File: src/sv/mrft_pkg.sv
// Shared types and constants for the Manchester RF frame transmitter.
// No dependencies.
package mrft_pkg;

  // Offer kinds on the input channel
  localparam logic KIND_TICK  = 1'b0;
  localparam logic KIND_OFFER = 1'b1;

  // Pulse lengths, in 500 us units
  localparam logic [5:0] START_HIGH   = 6'd4;
  localparam logic [5:0] START_UNITS  = 6'd9;
  localparam logic [5:0] FINISH_HIGH  = 6'd6;
  localparam logic [5:0] FINISH_UNITS = 6'd12;

  localparam logic [7:0] PREAMBLE_BYTE = 8'hff;

  typedef struct packed {
    logic       kind;
    logic [7:0] data_byte;
    logic       last_byte;
  } item_t;

  typedef struct packed {
    logic line_level;
    logic accepted;
    logic busy_res;
    logic frame_done;
  } result_t;

endpackage

File: src/sv/mrft_if.sv
// Valid/ready channel interfaces for input items and result items.
// Depends on nothing.
interface mrft_in_if;
  logic       valid;
  logic       ready;
  logic       kind;
  logic [7:0] data_byte;
  logic       last_byte;

  modport source (output valid, kind, data_byte, last_byte, input ready);
  modport sink   (input valid, kind, data_byte, last_byte, output ready);
endinterface

interface mrft_out_if;
  logic valid;
  logic ready;
  logic line_level;
  logic accepted;
  logic busy_res;
  logic frame_done;

  modport source (output valid, line_level, accepted, busy_res, frame_done, input ready);
  modport sink   (input valid, line_level, accepted, busy_res, frame_done, output ready);
endinterface

File: src/sv/mrft_fsm.sv
// Frame sequencer: holding register, phase state and line level per transfer.
// Depends on mrft_pkg.
module mrft_fsm #(
  parameter int unsigned PREAMBLE_BYTES = 3
) (
  input  logic             clk_i,
  input  logic             rst_ni,
  input  logic             step_i,
  input  mrft_pkg::item_t  item_i,
  output mrft_pkg::result_t res_o
);

  localparam logic [2:0] PH_IDLE     = 3'd0;
  localparam logic [2:0] PH_PREAMBLE = 3'd1;
  localparam logic [2:0] PH_START    = 3'd2;
  localparam logic [2:0] PH_DATA     = 3'd3;
  localparam logic [2:0] PH_WAIT     = 3'd4;
  localparam logic [2:0] PH_FINISH   = 3'd5;

  localparam logic [5:0] PreCount = 6'(PREAMBLE_BYTES);

  logic [2:0] phase_q, phase_d;
  logic [5:0] unit_q, unit_d;
  logic [7:0] shift_q, shift_d;
  logic [3:0] hbi_q, hbi_d;
  logic [7:0] hold_byte_q, hold_byte_d;
  logic       hold_valid_q, hold_valid_d;
  logic       hold_last_q, hold_last_d;
  logic       cur_last_q, cur_last_d;
  logic       done;
  logic       acc;
  logic       level;
  logic [5:0] unit_inc;

  assign unit_inc = unit_q + 6'd1;

  always_comb begin
    phase_d      = phase_q;
    unit_d       = unit_q;
    shift_d      = shift_q;
    hbi_d        = hbi_q;
    hold_byte_d  = hold_byte_q;
    hold_valid_d = hold_valid_q;
    hold_last_d  = hold_last_q;
    cur_last_d   = cur_last_q;
    done         = 1'b0;
    acc          = 1'b0;

    if (item_i.kind == mrft_pkg::KIND_TICK) begin
      case (phase_q)
        PH_IDLE: begin
          if (hold_valid_q) begin
            unit_d = '0;
            hbi_d  = '0;
            if (PREAMBLE_BYTES > 0) begin
              shift_d = mrft_pkg::PREAMBLE_BYTE;
              phase_d = PH_PREAMBLE;
            end else begin
              phase_d = PH_START;
            end
          end
        end
        PH_PREAMBLE: begin
          hbi_d = hbi_q + 4'd1;
          if (hbi_q == 4'hf) begin
            unit_d = unit_inc;
            if (unit_inc >= PreCount) begin
              unit_d  = '0;
              phase_d = PH_START;
            end
          end
        end
        PH_START: begin
          unit_d = unit_inc;
          if (unit_inc >= mrft_pkg::START_UNITS) begin
            unit_d = '0;
            phase_d = PH_WAIT;
            if (hold_valid_q) begin
              shift_d      = hold_byte_q;
              cur_last_d   = hold_last_q;
              hold_valid_d = 1'b0;
              hbi_d        = '0;
              phase_d      = PH_DATA;
            end
          end
        end
        PH_DATA: begin
          hbi_d = hbi_q + 4'd1;
          if (hbi_q == 4'hf) begin
            if (cur_last_q) begin
              unit_d  = '0;
              phase_d = PH_FINISH;
            end else if (hold_valid_q) begin
              shift_d      = hold_byte_q;
              cur_last_d   = hold_last_q;
              hold_valid_d = 1'b0;
              hbi_d        = '0;
            end else begin
              phase_d = PH_WAIT;
            end
          end
        end
        PH_WAIT: begin
          // underrun: line stays low until a byte is held
          if (hold_valid_q) begin
            shift_d      = hold_byte_q;
            cur_last_d   = hold_last_q;
            hold_valid_d = 1'b0;
            hbi_d        = '0;
            phase_d      = PH_DATA;
          end
        end
        PH_FINISH: begin
          unit_d = unit_inc;
          if (unit_inc >= mrft_pkg::FINISH_UNITS) begin
            unit_d     = '0;
            cur_last_d = 1'b0;
            phase_d    = PH_IDLE;
            done       = 1'b1;
          end
        end
        default: phase_d = PH_IDLE;
      endcase
    end else if (!hold_valid_q) begin
      hold_byte_d  = item_i.data_byte;
      hold_last_d  = item_i.last_byte;
      hold_valid_d = 1'b1;
      acc          = 1'b1;
    end
  end

  // Level of the unit that starts with this transfer
  always_comb begin
    case (phase_d)
      PH_PREAMBLE,
      PH_DATA:   level = shift_d[3'd7 - hbi_d[3:1]] ^ hbi_d[0];
      PH_START:  level = unit_d < mrft_pkg::START_HIGH;
      PH_FINISH: level = unit_d < mrft_pkg::FINISH_HIGH;
      default:   level = 1'b0;
    endcase
  end

  assign res_o.line_level = level;
  assign res_o.accepted   = acc;
  assign res_o.busy_res   = phase_d != PH_IDLE;
  assign res_o.frame_done = done;

  always_ff @(posedge clk_i or negedge rst_ni) begin
    if (!rst_ni) begin
      phase_q      <= PH_IDLE;
      unit_q       <= '0;
      shift_q      <= '0;
      hbi_q        <= '0;
      hold_valid_q <= 1'b0;
      hold_last_q  <= 1'b0;
      cur_last_q   <= 1'b0;
    end else if (step_i) begin
      phase_q      <= phase_d;
      unit_q       <= unit_d;
      shift_q      <= shift_d;
      hbi_q        <= hbi_d;
      hold_valid_q <= hold_valid_d;
      hold_last_q  <= hold_last_d;
      cur_last_q   <= cur_last_d;
    end
  end

  always_ff @(posedge clk_i) begin
    if (step_i) begin
      hold_byte_q <= hold_byte_d;
    end
  end

endmodule

File: src/sv/mrft_out_stage.sv
// Result register between the sequencer and the output channel.
// Depends on mrft_pkg.
module mrft_out_stage (
  input  logic              clk_i,
  input  logic              rst_ni,
  input  logic              load_i,
  input  mrft_pkg::result_t res_i,
  input  logic              ready_i,
  output logic              free_o,
  output logic              valid_o,
  output mrft_pkg::result_t res_o
);

  logic              valid_q;
  mrft_pkg::result_t res_q;

  // Register can take a new result when empty or when draining this cycle
  assign free_o  = !valid_q || ready_i;
  assign valid_o = valid_q;
  assign res_o   = res_q;

  always_ff @(posedge clk_i or negedge rst_ni) begin
    if (!rst_ni) begin
      valid_q <= 1'b0;
    end else if (free_o) begin
      valid_q <= load_i;
    end
  end

  always_ff @(posedge clk_i) begin
    if (load_i) begin
      res_q <= res_i;
    end
  end

endmodule

File: src/sv/manchester_rf_frame_transmitter.sv
// Manchester RF frame transmitter: one result per input transfer.
// Latency: the result is registered and valid in the cycle after the input transfer.
// Throughput: one item per cycle while the result register is empty or drained; a result left untaken stalls input.
// Reset: asynchronous, active low; idle phase, empty holding register, no result.
// Depends on mrft_pkg, mrft_if, mrft_fsm and mrft_out_stage.
module manchester_rf_frame_transmitter #(
  parameter int unsigned PREAMBLE_BYTES = 3
) (
  input  logic       clk_i,
  input  logic       rst_ni,
  mrft_in_if.sink    in_i,
  mrft_out_if.source out_o
);

  mrft_pkg::item_t   item;
  mrft_pkg::result_t res_next;
  mrft_pkg::result_t res_reg;
  logic              free;
  logic              step;

  assign item.kind      = in_i.kind;
  assign item.data_byte = in_i.data_byte;
  assign item.last_byte = in_i.last_byte;

  assign in_i.ready = free;
  assign step       = in_i.valid && free;

  mrft_fsm #(
    .PREAMBLE_BYTES(PREAMBLE_BYTES)
  ) u_fsm (
    .clk_i  (clk_i),
    .rst_ni (rst_ni),
    .step_i (step),
    .item_i (item),
    .res_o  (res_next)
  );

  mrft_out_stage u_out (
    .clk_i   (clk_i),
    .rst_ni  (rst_ni),
    .load_i  (step),
    .res_i   (res_next),
    .ready_i (out_o.ready),
    .free_o  (free),
    .valid_o (out_o.valid),
    .res_o   (res_reg)
  );

  assign out_o.line_level = res_reg.line_level;
  assign out_o.accepted   = res_reg.accepted;
  assign out_o.busy_res   = res_reg.busy_res;
  assign out_o.frame_done = res_reg.frame_done;

endmodule

File: src/flat_wrapper.sv
// flat-port wrapper written by rule: the top's interface ports become plain ports
module manchester_rf_frame_transmitter_flat 
#(
  parameter int unsigned PREAMBLE_BYTES = 3
)
  (clk_i, rst_ni, in_i_valid, in_i_kind, in_i_data_byte, in_i_last_byte, in_i_ready, out_o_valid, out_o_line_level, out_o_accepted, out_o_busy_res, out_o_frame_done, out_o_ready);
  mrft_in_if in_i_i ();
  mrft_out_if out_o_i ();
  input  logic clk_i;
  input  logic rst_ni;
  input wire logic [$bits(in_i_i.valid)-1:0] in_i_valid;
  input wire logic [$bits(in_i_i.kind)-1:0] in_i_kind;
  input wire logic [$bits(in_i_i.data_byte)-1:0] in_i_data_byte;
  input wire logic [$bits(in_i_i.last_byte)-1:0] in_i_last_byte;
  output wire logic [$bits(in_i_i.ready)-1:0] in_i_ready;
  output wire logic [$bits(out_o_i.valid)-1:0] out_o_valid;
  output wire logic [$bits(out_o_i.line_level)-1:0] out_o_line_level;
  output wire logic [$bits(out_o_i.accepted)-1:0] out_o_accepted;
  output wire logic [$bits(out_o_i.busy_res)-1:0] out_o_busy_res;
  output wire logic [$bits(out_o_i.frame_done)-1:0] out_o_frame_done;
  input wire logic [$bits(out_o_i.ready)-1:0] out_o_ready;
  assign in_i_i.valid = in_i_valid;
  assign in_i_i.kind = in_i_kind;
  assign in_i_i.data_byte = in_i_data_byte;
  assign in_i_i.last_byte = in_i_last_byte;
  assign in_i_ready = in_i_i.ready;
  assign out_o_valid = out_o_i.valid;
  assign out_o_line_level = out_o_i.line_level;
  assign out_o_accepted = out_o_i.accepted;
  assign out_o_busy_res = out_o_i.busy_res;
  assign out_o_frame_done = out_o_i.frame_done;
  assign out_o_i.ready = out_o_ready;
  manchester_rf_frame_transmitter #(.PREAMBLE_BYTES(PREAMBLE_BYTES)) u_core (.clk_i(clk_i), .rst_ni(rst_ni), .in_i(in_i_i), .out_o(out_o_i));
endmodule
File: config.mk
export PLATFORM = sky130hd
export DESIGN_NAME = manchester_rf_frame_transmitter_flat
export DESIGN_NICKNAME = d
export VERILOG_FILES = /design/src/sv/mrft_pkg.sv /design/src/sv/mrft_if.sv /design/src/sv/mrft_fsm.sv /design/src/sv/mrft_out_stage.sv /design/src/sv/manchester_rf_frame_transmitter.sv /design/src/flat_wrapper.sv
export SDC_FILE = /design/constraint.sdc
export NUM_CORES = 1
export LEC_CHECK = 0
export BUFFER_PORTS_ARGS = -buffer_cell sky130_fd_sc_hd__buf_2
export CAP_MARGIN = 20
export CORE_MARGIN = 1
export CORE_UTILIZATION = 45
export CTS_BUF_LIST = sky130_fd_sc_hd__clkbuf_8
export DETAILED_ROUTE_END_ITERATION = 10
export GPL_TIMING_DRIVEN = 0
export PLACE_DENSITY_LB_ADDON = 0.1
export SLEW_MARGIN = 30
export SYNTH_ARGS = -nofsm -noshare
export SYNTH_HDL_FRONTEND = slang
export SYNTH_SLANG_ARGS = --single-unit
File: constraint.sdc
create_clock -name clk_i -period 4 [get_ports clk_i]
set_input_delay 0.2 -clock clk_i [delete_from_list [all_inputs] [get_ports clk_i]]
set_output_delay 0.2 -clock clk_i [all_outputs]
set_load 0.05 [all_outputs]
==> impl_metrics.py, run 1 <==
metrics = {
    "run_status": {
        "outcome": "finished clean",
    },
    "floorplan": {
        "fp.dieW_um": 79.64,
        "core_area_mm2": 0.005642,
        "die_y_um": 79.64,
        "start_util": 0.4808,
        "row_count": 27,
        "num_io_pins": 20,
        "fp.dieArea_mm2": 0.006343,
    },
    "clocking": {
        "htree_levels": 2,
        "clk_pin_slew_worst_paths_ns": 0.08,
        "clock_latency_ns": 0.29,
        "cts_root_buf": "clkbuf_8",
        "post_cts_buffers": 0,
        "cts_tree": "built",
        "cts_buffers": 5,
        "cts_resized": 0,
        "clock_sinks": 37,
        "cts_buffer_depth": 2,
    },
    "synth": {
        "synthesis.nets": 317,
        "synthTopCellsByArea": "dfrtp_1, edfxtp_1, nand2_1",
        "yosys_warnings": 0,
        "synth-edff-count": 12,
        "synth_seq_cells": 37,
        "avgSynthCellArea_um2": 9.072,
        "netlist.area_leader.share": 0.2306,
        "yosys.cell_types.count": 77,
        "yosysSeqAreaShare": 0.3635,
        "synth_top_area_cell": "dfrtp_1",
        "syn-instance-count": 299,
        "syn_area_mm2": 0.002713,
        "synth_flop_cell": "dfrtp_1",
        "async_flop_share": 0.6757,
    },
    "power": {
        "swShare": 0.4267,
        "p_int_uw": 1231,
        "power.density_mw_per_mm2": 704.8,
        "p_comb_frac": 0.533,
        "vdd_drop_max_v": 0.0003314,
        "pwr-share-clk": 0.182,
        "pwr-share-seq": 0.286,
        "p_leak_uw": 0.001262,
        "power.switching_uw": 916.2,
    },
    "place": {
        "dp.cells": 390,
        "gp_congestion": 0.8887,
        "placed_cell_area_mm2": 0.002903,
        "dp_hpwl_um": 4920,
        "port_buffers": 19,
    },
    "worst_setup_path": {
        "cp-end-kind": "register",
        "worstPathMaxFanout": 10,
        "cp_data_arrival_time_ns": 3.15,
        "start_kind": "register",
        "worstSetupPathType": "register to register",
        "rr_startpoint": "u_core.u_fsm.unit_q[0]",
        "cp.required_ns": 4.02,
        "worstReg2RegEnd": "u_core.u_out.res_o[3]",
        "ff2ff_path_depth": 12,
        "r2r_setup_slack_ns": 0.87,
    },
    "layout": {
        "nets": 344,
        "finish.instance_area_mm2": 0.003047,
        "syn2layout_area_growth_pct": 12.32,
        "drive_above_1_share": 0.2171,
        "n_antenna_cell": 0,
        "fill_cells": 544,
        "finalNonFillerCells": 399,
    },
    "sta": {
        "setup_violations": 0,
        "finalMaxSlewViolations": 0,
        "timing.hold.ws_ns": 0.07926,
        "worst_clock_skew_ns": 0.008651,
        "setup_tns_ns": 0,
        "fin_crit_ns": 3.126,
        "final.period_utilization": 0.7814,
        "tightest_slew_ns": 0.7475,
        "max_freq_ghz": 0.3199,
        "hold_viol": 0,
        "relSlewSlack": 0.4983,
        "grt_setup_unrepaired": "false",
    },
    "global_route": {
        "grtUsageTotal": 0.2267,
        "grt_pass1_wl_um": 10810,
        "grt-ovfl-total": 0,
        "grt_max_degree": 26,
        "grt_pass1_vias": 2172,
        "antenna_found_initial": 0,
    },
    "route": {
        "ant_nets": 0,
        "avgViaCountPerCell": 5.995,
        "wl_per_cell_um": 16.62,
        "vias": 2392,
        "drtIter0Drc": 202,
        "routed_wl_um": 6633,
        "drt-pass1-iter-count": 5,
        "drc": 0,
    },
    "hold_path": {
        "hp-class": "input port to register",
        "hold_path_end": "u_core.u_fsm.hold_byte_q[1]",
        "holdPathStages": 1,
        "hold_start": "in_i_data_byte[1]",
    },
    "flow_run": {
        "maxCapViolCount": 0,
    },
}
worst max-delay path by stage:
stage                                      start  cells past startpoint               endpoint
final                     u_core.u_fsm.unit_q[0]                     12  u_core.u_out.res_o[3]
after global routing      u_core.u_fsm.unit_q[0]                     12  u_core.u_out.res_o[3]
after CTS                 u_core.u_fsm.unit_q[0]                     12  u_core.u_out.res_o[3]
after detailed placement  u_core.u_fsm.unit_q[0]                     12  u_core.u_out.res_o[3]
after global placement    u_core.u_fsm.unit_q[0]                     12  u_core.u_out.res_o[3]
after floorplan           u_core.u_fsm.unit_q[0]                     12  u_core.u_out.res_o[3]
flip-flops by register name (all words and copies together), names as in the netlist:
register	count
u_core.u_fsm.phase_q	3
u_core.u_fsm.hbi_q	4
u_core.u_fsm.hold_valid_q	1
u_core.u_fsm.cur_last_q	1
u_core.u_fsm.unit_q	6
u_core.u_fsm.hold_byte_q	8
u_core.u_out.res_o	4
u_core.u_fsm.shift_q	8
u_core.u_out.valid_o	1
u_core.u_fsm.hold_last_q	1
synth_stat cells (2+ instances only):
cell	n
inv_1	16
nor2b_1	3
a41oi_1	2
nor2_1	19
nand4_1	2
nand2b_1	12
ha_1	4
nand3_1	6
mux2_2	10
a32o_1	2
a31oi_1	9
o21ai_0	18
or3_1	3
o22ai_1	5
clkbuf_1	6
o31ai_1	4
buf_2	2
buf_4	2
o221ai_1	3
a211o_1	2
a21o_1	3
nand2_1	35
and3_1	3
a21oi_1	15
dfrtp_1	25
nor3_1	11
or2b_1	2
and2_1	4
o2bb2ai_1	2
a22o_1	2
nand3b_1	4
buf_6	5
mux2i_1	3
edfxtp_1	12
cell usage in the layout, fill, tap and decap left out, types with 6 or more instances in the layout:
cell type and instances:
o21ai_0 18, nand2b_1 12, a31oi_1 9, nand3_1 6, buf_2 21, a21oi_1 15, nor3_1 10, dfrtp_1 25
nand2_1 35, clkbuf_8 6, mux2_2 10, inv_1 16, nor2_1 19, clkbuf_1 6, edfxtp_1 12
logic make-up after synthesis:
kind of cell,synth area share
and+or+nand+nor,0.2431
AOI/OAI and AO/OA,0.2348
DFF,0.3635
buffers and inverters,0.06965
muxes,0.07057
adders and majority gates,0.01845
area by class of cell:
class	instances	area [µm²]	share of cell area
tap	72	90.09	0.02957
timing repair buffer	20	105.1	0.03450
clock buffer	5	68.82	0.02259
buffer	17	125.1	0.04107
sequential	37	985.9	0.3236
inverter	17	63.81	0.02094
clock inverter	3	65.06	0.02136
multi-input combinational	228	1543	0.5064
routing by layer:
layer / track usage / share of wire / vias to the layer above
met3: 0.03886 / 0.066 / 7
met5: 0 / 0 / -
li1: - / - / 1154
met1: 0.3525 / 0.50 / 1132
met4: 0.06182 / 0.010 / 0
met2: 0.3162 / 0.42 / 99
critical path: stages, from the launching register on:
cell	delay [ns]
dfrtp_1	0.44
buf_4	0.21
inv_1	0.07
ha_1	0.19
inv_1	0.08
a22o_1	0.23
nand4_2	0.16
a211o_1	0.36
mux2_1	0.36
mux2_4	0.27
a22oi_2	0.17
and4_1	0.24
o32ai_2	0.09
repair_timing:
action                     4_1_cts  5_1_grt
setup endpoints to repair        0        0
hold endpoints to repair        25        0
hold buffers                     1        0
through the flow:
stage | setup slack (ns) | power, µW | utilization
2_1_floorplan | 1.222 | 1489 | -
3_3_place_gp | 0.9071 | 1738 | 0.5136
3_5_place_dp | 0.9215 | 1746 | 0.5145
4_1_cts | 0.8862 | 2144 | 0.5400
5_1_grt | 0.7188 | 2307 | 0.5400
6_report | 0.8743 | 2147 | 0.5400
power by group through the flow:
stage | clock network, µW | logic, µW | registers, µW
after floorplan | 0 | 863 | 627
after global placement | 0 | 1120 | 615
after global routing | 415 | 1260 | 630
final | 390 | 1140 | 613
after detailed placement | 0 | 1130 | 619
after CTS | 397 | 1130 | 612
Note: power is estimated with default switching activity, not from simulation.
==> run 2: changes to the inputs <==
- clock period: 4 -> 2.8 ns (I/O delays scaled with it)
==> run 2 against run 1 <==
  * The flow now finishes with violations (setup timing)
  * Clock skew rose by 0.0011 ns
  * First-iteration DRC count fell by 33%
  * Core utilization rose by 4.2 points
  * Design area rose by 7.8%
  * Combinational power rose by 66%
  * Clock power rose by 43%
  * Maximum frequency rose by 4.7%
  * Die area did not move
==> impl_metrics.py, run 2 (synthesis gave the netlist of run 1 again) <==
metrics = {
    "run_status": {
        "outcome": "finished, violations left",
        "violations": "setup timing",
    },
    "global_route": {
        "grt-ovfl-total": 0,
        "grtUsageTotal": 0.2357,
        "grt_pass1_wl_um": 11270,
        "grt_pass1_vias": 2250,
        "grt_max_degree": 26,
        "antenna_found_initial": 0,
    },
    "floorplan": {
        "fp.dieW_um": 79.64,
        "core_area_mm2": 0.005642,
        "die_y_um": 79.64,
        "fp.dieArea_mm2": 0.006343,
        "start_util": 0.4808,
        "num_io_pins": 20,
        "row_count": 27,
    },
    "hold_path": {
        "hold_path_end": "u_core.u_fsm.hold_byte_q[0]",
        "hold_start": "in_i_data_byte[0]",
        "hp-class": "input port to register",
        "holdPathStages": 1,
    },
    "layout": {
        "layout_common_cells": "nand2_1, dfrtp_1, buf_2",
        "final_common_cell": "nand2_1",
        "syn2layout_area_growth_pct": 21.13,
        "top_regs": "u_core.u_fsm.hold_byte_q: 8 flops, u_core.u_fsm.shift_q: 8 flops, u_core.u_fsm.unit_q: 6 flops",
        "n_antenna_cell": 0,
        "drive_above_1_share": 0.2903,
        "nets": 358,
    },
    "sta": {
        "final.period_utilization": 1.067,
        "max_freq_ghz": 0.3348,
        "relSlewSlack": 0.5103,
        "timing.hold.ws_ns": 0.01657,
        "setup_violations": 1,
        "fin_crit_ns": 2.987,
        "tightest_slew_ns": 0.7306,
        "setup_slack_ns": -0.1866,
        "hold_viol": 0,
        "worst_clock_skew_ns": 0.009767,
        "grt_setup_unrepaired": "true",
        "finalMaxSlewViolations": 0,
    },
    "route": {
        "avgViaCountPerCell": 5.959,
        "drt-pass1-iter-count": 5,
        "routed_wl_um": 7005,
        "drtIter0Drc": 136,
        "drc": 0,
        "wl_per_cell_um": 16.96,
        "ant_nets": 0,
        "vias": 2461,
    },
    "worst_setup_path": {
        "rr_startpoint": "u_core.u_fsm.unit_q[1]",
        "cp_data_arrival_time_ns": 3.01,
        "r2r_setup_slack_ns": -0.19,
        "crit_slowest_cell": "dfrtp_1",
        "cp_num_buf_inv": 4,
        "worstReg2RegEnd": "u_core.u_out.res_o[3]",
        "path_cells": "ha_2 -> buf_6 -> buf_4 -> a22o_4 -> buf_4 -> a41oi_4 -> o21ai_4 -> a22oi_4 -> buf_6 -> mux2_4 -> nand3b_1 -> and4_1 -> o32ai_2",
        "max_stage_delay_ns": 0.43,
        "cp.required_ns": 2.82,
        "start_kind": "register",
        "cp-end-kind": "register",
        "ff2ff_path_depth": 13,
        "worstPathMaxFanout": 5,
        "worstSetupPathType": "register to register",
        "crit_family": "compound AO/OA/AOI/OAI gates",
    },
    "place": {
        "gp_congestion": 0.8887,
        "port_buffers": 19,
        "dp_hpwl_um": 4920,
    },
    "power": {
        "finalPower_uw": 3333,
        "p_leak_uw": 0.001372,
        "vdd_drop_max_v": 0.0004845,
        "power.density_mw_per_mm2": 1014,
    },
    "clocking": {
        "cts_buffer_depth": 2,
        "cts_buffers": 5,
        "cts_root_buf": "clkbuf_8",
        "clock_latency_ns": 0.29,
        "clk_pin_slew_worst_paths_ns": 0.08,
        "htree_levels": 2,
        "clock_sinks": 37,
        "cts_tree": "built",
    },
    "flow_run": {
        "maxCapViolCount": 0,
    },
}
run 2: cell count changes in the layout (fill, tap and decap cells not counted), moves of 2 or more:
cell,change
mux2_2,-2
mux2_4,+3
o22ai_1,-2
buf_4,+12
o2bb2ai_1,-2
buf_6,+3
o2bb2ai_2,+2
o22ai_2,+2
run 2: routing by layer:
metal / share of wire / up-vias / track usage
li1: - / 1187 / -
met1: 0.48 / 1197 / 0.3532
met2: 0.45 / 68 / 0.3419
met3: 0.057 / 9 / 0.04229
met4: 0.011 / 0 / 0.06727
met5: 0 / - / 0
run 2: through the flow:
stage	setup WS [ns]	setup TNS [ns]	utilization	instances	area (µm²)
floorplan	0.02171	0	-	299	2713
global placement	-0.2929	-0.2929	0.5136	390	2898
detailed placement	-0.2785	-0.2785	0.5145	390	2903
CTS	-0.1412	-0.1412	0.5622	409	3172
global route	-0.2875	-0.2875	0.5824	413	3286
finish	-0.1866	-0.1866	0.5824	413	3286
run 2: cell type report:
| class | count | area (µm²) |
|---|---|---|
| Clock buffer | 5 | 68.82 |
| Inverter | 17 | 63.81 |
| Sequential cell | 37 | 985.9 |
| Multi-Input combinational cell | 228 | 1662 |
| Clock inverter | 3 | 65.06 |
| Buffer | 17 | 136.4 |
| Timing Repair Buffer | 34 | 214.0 |
| Tap cell | 72 | 90.09 |
| Fill cell | 502 | 2356 |
run 2: report_power, final:
part	switching (µW)	internal [µW]	total (µW)
clock network	202	354	557
logic	1060	835	1890
registers	154	729	883
total	1410	1920	3330
run 2: worst reg2reg max path: cells and delay by family, from the launching register on:
kind	cells	cell delay [ns]
flip-flops	1	0.43
buffers and inverters	4	0.54
AO/OA/AOI/OAI	5	0.94
AND/OR/NAND/NOR	2	0.30
adder cells (fa/ha/maj)	1	0.22
multiplexers	1	0.29
run 2: what timing repair did:
| item | CTS | global route |
|---|---|---|
| setup endpoints to repair | 1 | 1 |
| cloned | 0 | 0 |
| gates resized for setup | 10 | 16 |
| hold buffers | 1 | 0 |
| hold endpoints to repair | 25 | 0 |
| setup buffers | 10 | 4 |
| pin swaps | 5 | 7 |
run 2: worst max path at each step:
stage | endpoint | slack [ns] | cells after the start | startpoint
floorplan | u_core.u_out.res_o[3] | 0.02 | 12 | u_core.u_fsm.unit_q[0]
global placement | u_core.u_out.res_o[3] | -0.29 | 12 | u_core.u_fsm.unit_q[0]
detailed placement | u_core.u_out.res_o[3] | -0.28 | 12 | u_core.u_fsm.unit_q[0]
CTS | u_core.u_out.res_o[3] | -0.14 | 12 | u_core.u_fsm.unit_q[1]
global route | u_core.u_out.res_o[3] | -0.29 | 11 | u_core.u_fsm.unit_q[1]
finish | u_core.u_out.res_o[3] | -0.19 | 13 | u_core.u_fsm.unit_q[1]
